`config.mk`:
```
export PLATFORM = sky130hd
export DESIGN_NAME = snap_mem
export DESIGN_NICKNAME = d
export VERILOG_FILES = /design/src/design/snap_pkg.sv /design/src/design/snap_mem.sv
export SDC_FILE = /design/constraint.sdc
export NUM_CORES = 2
export LEC_CHECK = 0
export BUFFER_PORTS_ARGS = -buffer_cell sky130_fd_sc_hd__buf_2
export CAP_MARGIN = 0
export CORE_MARGIN = 2
export CORE_UTILIZATION = 34
export CTS_CLUSTER_SIZE = 40
export DETAILED_ROUTE_END_ITERATION = 16
export PLACE_DENSITY = 0.58
export SYNTH_ARGS = -nofsm -noshare
export SYNTH_HDL_FRONTEND = slang
export SYNTH_MEMORY_MAX_BITS = 65536
export SYNTH_SLANG_ARGS = --single-unit
export TNS_END_PERCENT = 10
```
`constraint.sdc`:
```
create_clock -name clk -period 47.9 [get_ports clk]
set_input_delay 4.79 -clock clk [delete_from_list [all_inputs] [get_ports clk]]
set_output_delay 4.79 -clock clk [all_outputs]
set_load 0.02 [all_outputs]
```
`src/design/snap_pkg.sv`:
```
// Shared types and codes for the snap candidate selector.
// Holds the stored entry layout, the sequencer states and the command and register codes.
// No dependencies; every other design file refers to this package by scoped names.
`default_nettype none

package snap_pkg;

  // Command codes carried on func.
  localparam logic [1:0] FUNC_CONSIDER = 2'd0;
  localparam logic [1:0] FUNC_RESOLVE  = 2'd1;
  localparam logic [1:0] FUNC_CLEAR    = 2'd2;

  // Register indexes on the configuration port (byte address bits 3:2).
  localparam logic [1:0] REG_KIND_MASK = 2'd0;
  localparam logic [1:0] REG_APER_MAX  = 2'd1;
  localparam logic [1:0] REG_APER_MIN  = 2'd2;
  localparam logic [1:0] REG_DPI_SCALE = 2'd3;

  // Reset values of the registers.
  localparam logic [31:0] KIND_MASK_RST = 32'hFFFF_FFFF;
  localparam logic [15:0] APER_MAX_RST  = 16'd4096;
  localparam logic [15:0] APER_MIN_RST  = 16'd1024;
  localparam logic [11:0] DPI_SCALE_RST = 12'd256;

  // A zero scale is taken as 1.0 in Q4.8.
  localparam logic [11:0] DPI_SCALE_ONE = 12'd256;

  // One stored candidate per priority level.
  typedef struct packed {
    logic [23:0] dist_val;
    logic [4:0]  kind;
    logic [7:0]  prio;
    logic [31:0] x;
    logic [31:0] y;
    logic [31:0] z;
    logic [63:0] obj;
    logic [63:0] partner;
  } entry_t;

  // Configuration seen by the aperture unit.
  typedef struct packed {
    logic [15:0] aper_max;
    logic [15:0] aper_min;
    logic [11:0] dpi_scale;
  } aper_cfg_t;

  typedef enum logic [2:0] {
    ST_IDLE,
    ST_AP1,
    ST_AP2,
    ST_AP3,
    ST_DEC,
    ST_RES
  } state_t;

endpackage

`default_nettype wire

```
`src/design/snap_mem.sv`:
```
// Entry store of the snap candidate selector: one entry per priority level.
// One write port and one read port with registered read data; uses snap_pkg::entry_t.
`default_nettype none

module snap_mem #(
  parameter int LEVELS = 16
) (
  input  wire                          clk,
  input  wire                          wr_en,
  input  wire  [$clog2(LEVELS)-1:0]    wr_addr,
  input  snap_pkg::entry_t             wr_data,
  input  wire                          rd_en,
  input  wire  [$clog2(LEVELS)-1:0]    rd_addr,
  output snap_pkg::entry_t             rd_data
);

  snap_pkg::entry_t mem [LEVELS];

  always_ff @(posedge clk) begin
    if (wr_en) begin
      mem[wr_addr] <= wr_data;
    end
  end

  // Read data holds until the next read is issued.
  always_ff @(posedge clk) begin
    if (rd_en) begin
      rd_data <= mem[rd_addr];
    end
  end

endmodule

`default_nettype wire

```
# Word level (Yosys, flattened, before mapping)
# Memories as Yosys holds them, arrays and structs flattened. A register that Yosys moved wholly into a read port is not among the register bits.
# Index checks and enable logic that the tools add are counted.
dict set report word_totals {
  register_bits 0
  latch_bits 0
  ram_bits 4176
  mem_bits_ro 0
  in_bits 272
  output_inout_bits 261
  memories 1
}
# memory depth word_bits rd rd_clocked_by_memory_dff write_ports line_no
set memory_table {}
lappend memory_table {mem 16 261 1 1 1 snap_mem.sv:17} ;# snap_pkg::entry_t mem [LEVELS];
dict set report classes {
  n_addsub 0
  mul 0
  n_div 0
  order_cmp 0
  eq_ne 0
  shifts 0
  n_mux 2
  n_bitwise 0
  n_reduce_logical 0
}
# cell count
set op_table {}
lappend op_table {{2-to-1 mux 1 bit} 2}

# Logic depth before layout (Yosys ltp)
dict set report depth {
  depth_word 2
  depth_mapped 8
  depth_no_buf 3
}

# Least setup slack after synthesis
# No wires, ideal clock.
dict set report synth_path {
  kind {input to register}
  startpoint {input port wr_addr[2]}
  endpoint {memory mem[0][0] (netlist bit) (enable)}
  arrival_time_ps 22859
  required_ps 46693
  slack_ps 23835
  stages 2
  n_path_buf 0
  path_cell_list {or3b_2 -> nor3_1}
}
# element line_no
set synth_lines {}
lappend synth_lines {{from (decl)} snap_mem.sv:10} ;# input wire [$clog2(LEVELS)-1:0] wr_addr,
lappend synth_lines {{to (decl)} snap_mem.sv:17}
# No word-level cell before the write port.

==> summary.txt <==
Critical path
  • CP max FO: 101
  • Crit Reg-Reg Startpoint: mem[5][24]$_DFFE_PP_
  • CP Capture Type: register
  • Worst Path Required: 48.64 ns
  • Critical Path Start: rd_addr[0]
  • RR Endpoint: rd_data[24]$_DFFE_PP_
  • R2R setup slack: 46.26 ns
  • Setup crit start kind: input port
  • Setup CP Type: input port to register
  • Data arrival, critical path: 10.78 ns
  • FF-to-FF path depth: 3

Clocking
  • Worst-path clk slew: 0.06 ns
  • CTS tree: done
  • Post-CTS Setup Inserts: 0
  • Clock Sinks: 4,437
  • Hold-fix buffers, CTS: 0
  • H-tree depth: 5
  • Root buffer cell: clkbuf_16
  • Total CTS buffers: 451
  • Clock buffer depth: 4
  • Clock latency on the worst-skew pair: 1.03 ns
  • Cts repair resizes: 0

STA
  • Worst-Margin Slew: 1.385 ns
  • RSZ-0062 raised after global routing: false
  • Tcrit/Tclk final: 0.2097
  • Final total negative setup slack: 0 ns
  • Fin. Hold Viols: 0
  • Worst slew margin: 0.07633
  • Minimum clock period: 10.04 ns
  • Slew Limit Fails: 0
  • Clock skew: 0.07316 ns
  • Fmax achieved: 99.57 MHz
  • Final setup violating endpoints: 0

Outcome
  • Outcome: complete, no violations

Detailed routing
  • 1st-pass router iterations: 6
  • DRC: 0
  • 1st-iter DRT viols: 8,506
  • Antenna viol nets, final: 0
  • Vias/cell: 5.260
  • Drt wl/cell: 29.22 um
  • Via count: 75,830
  • Total Wirelength: 421,200 um

Final layout
  • Ratio of cells with drive above 1 in the final layout: 0.3054
  • Layout area overhead: 15.41%
  • Fin nets: 7,836
  • Post-layout util: 0.3934
  • Non-Filler Instances: 14,420

Floorplan
  • Core Area: 481,800 um^2
  • Die Height: 699.0 um
  • Die area: 488,600 um^2
  • Top Ports: 533
  • # rows: 255
  • Initial core utilization: 0.3409
  • Die width: 699.0 um

Global routing
  • Antenna violations before repair: 151
  • First-pass GRT wire length: 592,900 um
  • GRT Total Usage: 0.1684
  • GRT overflow: 0
  • Vias in the first global route: 78,570
  • Largest net degree at the start of global routing: 133

Worst hold path
  • Hold_sp: mem[15][116]$_DFFE_PP_
  • Hold Path Class: register to register
  • Hold Path End: rd_data[116]$_DFFE_PP_
  • Hold depth: 3

Synthesis
  • Yosys top cell by area: edfxtp_1
  • Post-synth cell types: 24
  • Mapped Cells: 6,772
  • Synth top area cells: edfxtp_1 81%, mux4_2 14%, a22oi_1 2.1%, mux2_2 0.68%, nand2_1 0.48%
  • Seq/Total Area, Yosys: 0.8112
  • Top cell type's share of synthesized area: 0.8112
  • Post-synthesis cell area: 164,200 um^2
  • Mapped Nets: 7,044
  • Flops & latches, synth: 4,437
  • Average cell area after synthesis: 24.25 um^2
  • YS warnings: 0

Placed design
  • Dpl cells: 13,540
  • Gpl congestion: 0.7172
  • Hpwl dp: 217,200 um
  • PortBufs: 532

Pwr
  • Max VDD drop: 0.00003648 V
  • Pwr Density: 43.43 nW/um^2
  • Pleak: 59.41 nW

Flow run
  • Max Cap Viol: 0
==> layer usage <==
layer,track usage,share of wire,vias to the layer above
met5,0,0.00093,-
met4,0.04562,0.027,64
met3,0.03605,0.075,708
met2,0.2721,0.48,2731
met1,0.2316,0.42,41470
li1,-,-,30860
==> synthesized netlist by cell type, drive strengths merged <==
library cell / count
or2: 1
nand2: 209
mux2: 99
o21ai: 25
a22oi: 459
or3b: 1
mux4: 990
nand2b: 24
nand3: 1
a221oi: 20
o22a: 9
edfxtp: 4437
nand3b: 2
and2: 3
nor2b: 40
nor2: 15
nor3: 4
buf: 218
o221ai: 34
clkbuf: 143
mux2i: 38
==> area by class of cell <==
cell class | instances | area [um^2]
fill | 42350 | 292200
sequential | 4437 | 133200
multi-input combinational | 1974 | 29410
clock buffer | 561 | 11760
tap | 6425 | 8039
timing repair buffer | 700 | 4284
clock inverter | 268 | 2679
antenna | 52 | 130.1
==> worst max-delay path, stage by stage <==
cell and delay, ns:
buf_12 0.34, buf_4 0.75, buf_4 0.66, buf_4 0.69, buf_4 0.73, buf_4 0.83, buf_12 0.69, mux4_2 0.59
a22oi_1 0.21, nand2_1 0.09
==> logic make-up (layout without fill, tap and decap cells) <==
family | after synthesis | after routing | share of synthesized area
buffers and inverters | 361 | 1529 | 0.01081
AOI/OAI and AO/OA | 547 | 547 | 0.02510
other | 0 | 52 | 0
muxes | 1127 | 1127 | 0.1449
and+or+nand+nor | 300 | 300 | 0.008006
DFF | 4437 | 4437 | 0.8112
==> metrics by stage <==
stage                     power [mW]  area (um^2)  setup WS, ns  hold WS (ns)
after CTS                      8.314       189400         37.64        0.6856
after detailed placement       4.896       175000         36.52        0.7270
after floorplan                4.727       164200         23.83        0.7103
after global placement         4.882       175000         36.56        0.7228
final                          8.233       189500         37.86        0.7019
after global routing           8.489       189500         37.14        0.7117
==> worst max path at each step <==
stage / end / slack [ns] / depth (start not counted)
after floorplan: mem[0][0]$_DFFE_PP_ / 23.83 / 2
after global placement: rd_data[144]$_DFFE_PP_ / 36.56 / 10
after detailed placement: rd_data[135]$_DFFE_PP_ / 36.52 / 10
after CTS: rd_data[135]$_DFFE_PP_ / 37.64 / 10
after global routing: rd_data[26]$_DFFE_PP_ / 37.14 / 10
final: rd_data[135]$_DFFE_PP_ / 37.86 / 10
==> power by group <==
group	leakage, nW	switching (mW)	internal [mW]
Clock	6.96	1.50	1.93
Sequential	40.3	0.0300	4.38
Combinational	12.1	0.254	0.146
==> cell usage in the layout (no fill, tap or decap), drive strengths merged <==
cell type	synthesis	routed
nand3	1	1
and2	3	3
bufinv	0	34
nor3	4	4
diode	0	52
or2	1	1
buf	218	700
clkbuf	143	561
nor2	15	15
clkinvlp	0	16
o221ai	34	34
edfxtp	4437	4437
mux2i	38	38
nand2	209	209
clkinv	0	209
inv	0	9
o22a	9	9
a221oi	20	20
nand3b	2	2
mux2	99	99
o21ai	25	25
or3b	1	1
nor2b	40	40
nand2b	24	24
a22oi	459	459
mux4	990	990
==> sequential cells by signal, indices dropped and copies added, names as in the netlist <==
| name | count |
|---|---|
| mem | 4176 |
| rd_data | 261 |
Power figures use the tool's default switching activity.
