**src/design/snap_pkg.sv**
```systemverilog
// Shared types and codes for the snap candidate selector.
// Holds the stored entry layout, the sequencer states and the command and register codes.
// No dependencies; every other design file refers to this package by scoped names.
`default_nettype none

package snap_pkg;

  // Command codes carried on func.
  localparam logic [1:0] FUNC_CONSIDER = 2'd0;
  localparam logic [1:0] FUNC_RESOLVE  = 2'd1;
  localparam logic [1:0] FUNC_CLEAR    = 2'd2;

  // Register indexes on the configuration port (byte address bits 3:2).
  localparam logic [1:0] REG_KIND_MASK = 2'd0;
  localparam logic [1:0] REG_APER_MAX  = 2'd1;
  localparam logic [1:0] REG_APER_MIN  = 2'd2;
  localparam logic [1:0] REG_DPI_SCALE = 2'd3;

  // Reset values of the registers.
  localparam logic [31:0] KIND_MASK_RST = 32'hFFFF_FFFF;
  localparam logic [15:0] APER_MAX_RST  = 16'd4096;
  localparam logic [15:0] APER_MIN_RST  = 16'd1024;
  localparam logic [11:0] DPI_SCALE_RST = 12'd256;

  // A zero scale is taken as 1.0 in Q4.8.
  localparam logic [11:0] DPI_SCALE_ONE = 12'd256;

  // One stored candidate per priority level.
  typedef struct packed {
    logic [23:0] dist_val;
    logic [4:0]  kind;
    logic [7:0]  prio;
    logic [31:0] x;
    logic [31:0] y;
    logic [31:0] z;
    logic [63:0] obj;
    logic [63:0] partner;
  } entry_t;

  // Configuration seen by the aperture unit.
  typedef struct packed {
    logic [15:0] aper_max;
    logic [15:0] aper_min;
    logic [11:0] dpi_scale;
  } aper_cfg_t;

  typedef enum logic [2:0] {
    ST_IDLE,
    ST_AP1,
    ST_AP2,
    ST_AP3,
    ST_DEC,
    ST_RES
  } state_t;

endpackage

`default_nettype wire

```
**src/design/snap_aper.sv**
```systemverilog
// Aperture threshold pipeline: level and configuration in, Q12.16 distance limit out.
// Divides by the constant LEVELS-2 through a reciprocal multiply with one correction step.
// Uses snap_pkg::aper_cfg_t; a loaded value passes registers p, q0, q, then limit.
`default_nettype none

module snap_aper #(
  parameter int LEVELS = 16
) (
  input  wire                          clk,
  input  wire                          load,
  input  wire  [$clog2(LEVELS)-1:0]    level,
  input  snap_pkg::aper_cfg_t          cfg,
  output logic [27:0]                  limit
);

  localparam int LW  = $clog2(LEVELS);
  localparam int PW  = LW + 16;
  localparam int DIV = (LEVELS > 2) ? LEVELS - 2 : 1;
  localparam int DW  = $clog2(DIV + 1);
  localparam logic [PW:0] RECIP = (PW+1)'((64'd1 << PW) / DIV);

  logic signed [16:0] diff;
  logic [16:0]        ndiff;
  logic [15:0]        absdiff;
  logic [LW-1:0]      lvl_m1;
  logic [PW-1:0]      prod_c;
  logic [2*PW:0]      qprod;
  logic [PW+DW-1:0]   qd;
  logic               fix;
  logic [15:0]        aper;
  logic [11:0]        scale;

  logic [PW-1:0]      p;
  logic               neg;
  logic [PW-1:0]      q0;
  logic [PW-1:0]      q;

  always_comb begin
    diff    = $signed({1'b0, cfg.aper_max}) - $signed({1'b0, cfg.aper_min});
    ndiff   = 17'(-diff);
    absdiff = diff[16] ? ndiff[15:0] : diff[15:0];
    lvl_m1  = level - LW'(1);
    prod_c  = PW'(lvl_m1) * PW'(absdiff);
    qprod   = (2*PW+1)'(p) * (2*PW+1)'(RECIP);
    qd      = (PW+DW)'(q0) * (PW+DW)'(DIV);
    fix     = (PW+DW)'(p) >= (qd + (PW+DW)'(DIV));
    // The quotient never exceeds the magnitude of the difference, so 16 bits hold it.
    aper    = neg ? (cfg.aper_max + q[15:0]) : (cfg.aper_max - q[15:0]);
    scale   = (cfg.dpi_scale == 12'd0) ? snap_pkg::DPI_SCALE_ONE : cfg.dpi_scale;
  end

  always_ff @(posedge clk) begin
    if (load) begin
      p   <= prod_c;
      neg <= diff[16];
    end
    q0    <= qprod[2*PW-1:PW];
    q     <= fix ? (q0 + PW'(1)) : q0;
    limit <= 28'(aper) * 28'(scale);
  end

endmodule

`default_nettype wire

```
**config.mk**
```make
export PLATFORM = sky130hd
export DESIGN_NAME = snap_aper
export DESIGN_NICKNAME = d
export VERILOG_FILES = /design/src/design/snap_pkg.sv /design/src/design/snap_aper.sv
export SDC_FILE = /design/constraint.sdc
export NUM_CORES = 1
export LEC_CHECK = 0
export BUFFER_PORTS_ARGS = -buffer_cell sky130_fd_sc_hd__buf_2
export CAP_MARGIN = 20
export CORE_MARGIN = 2
export CORE_UTILIZATION = 33
export CTS_CLUSTER_SIZE = 8
export DETAILED_ROUTE_END_ITERATION = 16
export SETUP_SLACK_MARGIN = 0.05
export SYNTH_ARGS = -nofsm -noshare
export SYNTH_HDL_FRONTEND = slang
export SYNTH_SLANG_ARGS = --single-unit
```
**constraint.sdc**
```tcl
create_clock -name clk -period 18.7 [get_ports clk]
set_input_delay 0 -clock clk [delete_from_list [all_inputs] [get_ports clk]]
set_output_delay 0 -clock clk [all_outputs]
set_load 0.02 [all_outputs]
```
Yosys cells after proc, flatten, opt, wreduce, memory -nomap -nowiden
Index checks and enable logic that the tools add are counted.
{"block": "op_classes", "n_addsub": 7, "n_mul": 4, "div_mod_pow": 0, "magnitude_cmp": 1, "eq_ne": 0, "shifts": 0, "mux": 4, "bitwise_logic": 0, "n_reduce_logical": 1}
{"cell": "two-way mux 16 bit", "count": 3}
{"cell": "multiplier 20 x 16 -> 36 bit (second input constant)", "count": 1}
{"cell": "multiplier 16 x 12 -> 28 bit", "count": 1}
{"cell": "adder 21 x 4 -> 22 bit (second input constant)", "count": 1}
{"cell": ">= comparator 20 x 22 -> 1 bit", "count": 1}
{"cell": "multiplier 17 x 3 -> 20 bit (second input constant)", "count": 1}
{"cell": "multiplier 4 x 16 -> 20 bit", "count": 1}
{"cell": "subtractor 16 x 16 -> 17 bit", "count": 1}
{"cell": "adder 16 x 1 -> 16 bit (second input constant)", "count": 1}
{"cell": "adder 16 bit", "count": 1}
{"cell": "negation 16 bit", "count": 1}
{"cell": "subtractor 16 bit", "count": 1}
{"cell": "logical NOT 12 bit", "count": 1}
{"cell": "two-way mux 12 bit", "count": 1}
{"cell": "subtractor 4 x 1 -> 4 bit (second input constant)", "count": 1}
{"block": "totals", "register_bits": 82, "latchBits": 0, "ramBits": 0, "rom_bits": 0, "input_bits": 50, "out_inout_bits": 28, "word_cells": 22, "n_memories": 0}

Logic depth before layout (Yosys ltp)
{"block": "logic_depth", "ltp_word": 4, "mapped_depth": 36}

Worst setup path before layout
OpenSTA, ideal clock, no wires.
{"block": "synth_path", "path_kind": "flip-flop to flip-flop", "from": "reg q[0]", "to": "reg limit[27]", "arrival_time_ns": 7.741, "required_time_ns": 18.578, "slack_ns": 10.837, "path_stages_with_launch": 34, "n_path_buf": 1, "synth_period_minus_slack_ns": 7.863, "cell_sequence": "dfxtp_1 inv_1 ha_1 mux2_2 fa_1 a21o_1 a21oi_1 o21bai_1 a21o_1 a21oi_1 o211ai_1 a31o_2 a21oi_1 xnor2_1 clkbuf_1 nand2_1 fa_1 inv_1 fa_1 fa_1 fa_1 inv_1 fa_1 inv_1 ha_1 a21o_1 a21oi_1 o22ai_1 a31oi_1 a2111oi_0 o21a_1 o21a_1 nor4_1 a311o_1"}
{"block": "synth_between", "elab_chain_cells": 3, "word_cells_on_any_way": 4, "cone_classes": "add/sub: 2; mul: 1; mux: 1"}
{"item": "from (decl)", "line": "snap_aper.sv:36", "rtl": "logic [PW-1:0] q;"}
{"item": "from (signal assigned)", "line": "snap_aper.sv:58", "rtl": "q <= fix ? (q0 + PW'(1)) : q0;"}
{"item": "subtractor 16 bit or adder 16 bit (tied branches)", "line": "snap_aper.sv:48", "rtl": "aper = neg ? (cfg.aper_max + q[15:0]) : (cfg.aper_max - q[15:0]);"}
{"item": "two-way mux 16 bit (*)", "line": "snap_aper.sv:48"}
{"item": "multiplier 16 x 12 -> 28 bit (*)", "line": "snap_aper.sv:59", "rtl": "limit <= 28'(aper) * 28'(scale);"}
{"item": "to (signal assigned)", "line": "snap_aper.sv:59"}
{"item": "to (decl)", "line": "snap_aper.sv:13", "rtl": "output logic [27:0] limit"}
Mark *: on every way between the ends. The rest lies on a longest branch, timed or not.
A chain may end at the register's enable or synchronous reset.

Final worst setup path
{"block": "layout_path", "from": "reg neg", "to": "reg limit[27]"}
{"block": "layout_between", "elab_chain_cells": 2}
{"item": "from (decl)", "line": "snap_aper.sv:34", "rtl": "logic neg;"}
{"item": "from (signal assigned)", "line": "snap_aper.sv:55", "rtl": "neg <= diff[16];"}
{"item": "two-way mux 16 bit", "line": "snap_aper.sv:48"}
{"item": "multiplier 16 x 12 -> 28 bit", "line": "snap_aper.sv:59"}
Every way passes these cells.

==> impl_metrics.tcl <==
set metrics [dict create \
    dr_total_vias 13470 \
    core-area_sq_um 52900 \
    hold_buffers 0 \
    root_buffer "clkbuf_16" \
    initial_core_util_pct 33.5 \
    rsz0062_at_grt "no" \
    hold_violations 0 \
    fmax_mhz 113 \
    n_antenna_cell 0 \
    globalplace.congestion 0.856 \
    rows 84 \
    seq_area_frac_synth_pct 10.4 \
    port_buffers 77 \
    postSynthAreaPerCell_sq_um 8.94 \
    avgRoutedWirePerCell_um 15.7 \
    cts_buffers 9 \
    grt_overflow 0 \
    cts.reportedPaths.clkPinSlew_ns 0.08 \
    clk_path_buf_depth 2 \
    cts_resized 0 \
    synth-seq-cells 82 \
    synth-edff-count 21 \
    die_h_um 236 \
    yosysTopAreaCell "fa_1" \
    crit_path_frequent_cell "fa_1" \
    setup_tns_ns 0 \
    drtAntennaViolNets 0 \
    synthesis.nets 2566 \
    cts_setup_buffers 0 \
    postSynthCellCount 1983 \
    status "finished clean" \
    holdPathStages 2 \
    cp_max_fo 15 \
    wl_mm 42.8 \
    finalSetupViolations 0 \
    grt_usage_pct 16.1 \
    drtIter0Drc 684 \
    cts_tree "yes" \
    ys.flop_type "dfxtp_1" \
    grt_start_max_net_pins 22 \
    htreeDepth 3 \
    fin_skew_ns 0.0166 \
    drc_errors 0 \
    crit_type "register to register" \
    yosys-top-cells-area "fa_1, ha_1, inv_1" \
    grt_pass1_vias 14499 \
    ys_warn_count 0 \
    cpMaxStageDelayCell "a2111oi_0" \
    via_per_inst 4.93 \
    netlist_area_sq_um 17700 \
    slew-limit-headroom_pct 30.9 \
    cp-end-kind "register" \
    drv_slew 0 \
    die_w_um 236 \
    io_pins 78 \
    cp.required_ns 18.97 \
    yosys.area.top_type_share_pct 27.2 \
    drt_pass1_iterations 5 \
    dp_hpwl_mm 36.8 \
    num-nets-final 2620 \
    maxCapViolCount 0 \
    antenna_found_initial 1 \
    ys_async_sr_fraction_pct 0 \
    area_growth_pct 8.26 \
    worstPathArrival_ns 9.11 \
    clkLatencyLatePin_ns 0.39 \
    die_area_sq_um 55600 \
    clkSinkCount 82 \
    grt_pass1_wl_mm 72.1 \
    min_period_ns 8.84 \
    hold_class "input port to register" \
    r2r_cells 29 \
    ys_types 80 \
    layout-drive-gt1-share_pct 7.05 \
    tightest_slew_ns 1.03 \
    cpPeakStageDelay_ns 0.68 \
    start_kind "register" \
    post-route-period-util_pct 47.3 \
]
kinds of logic (layout without fill, tap and decap cells):
family          Yosys count  after routing  synth area share [%]
buf+inv                 413            472                  8.86
flops                    82             82                  10.4
simple gates            531            531                  15.0
xor+xnor                141            141                  7.09
fa+ha+maj               533            533                  47.8
mux                       6              6                 0.402
compound gates          277            277                  10.4
placed cells by master, fill, tap and decap left out, types with 11 or more instances in the layout:
cell type  count
nand3_1       20
fa_1         241
buf_2         77
a21oi_1       77
inv_1        370
dfxtp_1       61
nor2_1        95
nor4_1        13
nand2_1      176
o21ai_0       51
a21o_1        30
a211oi_1      11
nor3_1        39
nand2b_1      29
nand4_1       12
and2_1        73
o21a_1        18
xor2_1        57
ha_1         292
edfxtp_1      21
xnor2_1       81
nor2b_1       25
sequential cells by signal, summed over array words and instances (netlist names):
signal / count
q: 16
neg: 1
limit: 28
p: 20
q0: 17
routing by layer:
metal | part of all wire (%) | wire [um] | global-route usage, % | vias up
met3 | 4.0 | 1710 | 2.20 | 55
met4 | 2.5 | 1080 | 5.15 | 0
met5 | 0 | 0 | 0 | -
met1 | 47 | 19900 | 21.4 | 6618
met2 | 47 | 20100 | 27.2 | 283
li1 | - | - | - | 6514
cell type report:
class                           instances  area [sq um]
Fill cell                            5399         33700
Multi-Input combinational cell       1488         14300
Sequential cell                        82          1850
Inverter                              370          1390
Tap cell                              688           861
Timing Repair Buffer                   86           453
Clock buffer                            9           225
Clock inverter                          7           109
critical path: cells and delay by family, from the launching register on:
family	cells	cell delay (ns)
buffers and inverters	3	0.15
DFF	1	0.61
and+or+nand+nor	6	1.21
muxes	1	0.42
adders and majority gates	7	3.14
AOI/OAI and AO/OA	12	3.17
worst paths after layout:
check / startpoint / to / slack [ns]
worst min register to register: q0[15] / q[15] / 0.64
worst max register to register: neg / limit[27] / 9.86
worst min-delay path: level[0] / p[0] / 0.03
worst max-delay path: neg / limit[27] / 9.86
synthesized netlist by cell type, types with 11 or more instances:
cell and count:
xor2_1 57, nand4_1 12, nand3_1 20, o21ai_0 51
a21oi_1 77, ha_1 292, clkbuf_1 39, nor2b_1 25
a211oi_1 11, edfxtp_1 21, xnor2_1 81, and2_1 73
nor2_1 95, fa_1 241, nor4_1 13, inv_1 370
nor3_1 39, nand2b_1 29, dfxtp_1 61, o21a_1 18
nand2_1 176, a21o_1 30
stage by stage:
step | std cells | area (sq um) | worst slack (ns) | utilization, % | hold WS, ns
finish | 2730 | 19200 | 9.86 | 36.3 | 0.0260
global route | 2730 | 19200 | 9.26 | 36.3 | 0.0507
CTS | 2729 | 19200 | 9.92 | 36.3 | 0.0380
detailed placement | 2713 | 18900 | 9.96 | 35.7 | 0.416
global placement | 2713 | 18900 | 10.06 | 35.7 | 0.416
floorplan | 1983 | 17700 | 10.84 | - | 0.112
Power is left out: the tool's default activity adds up to more than one toggle a clock period on the data nets, which glitch-free logic cannot reach.
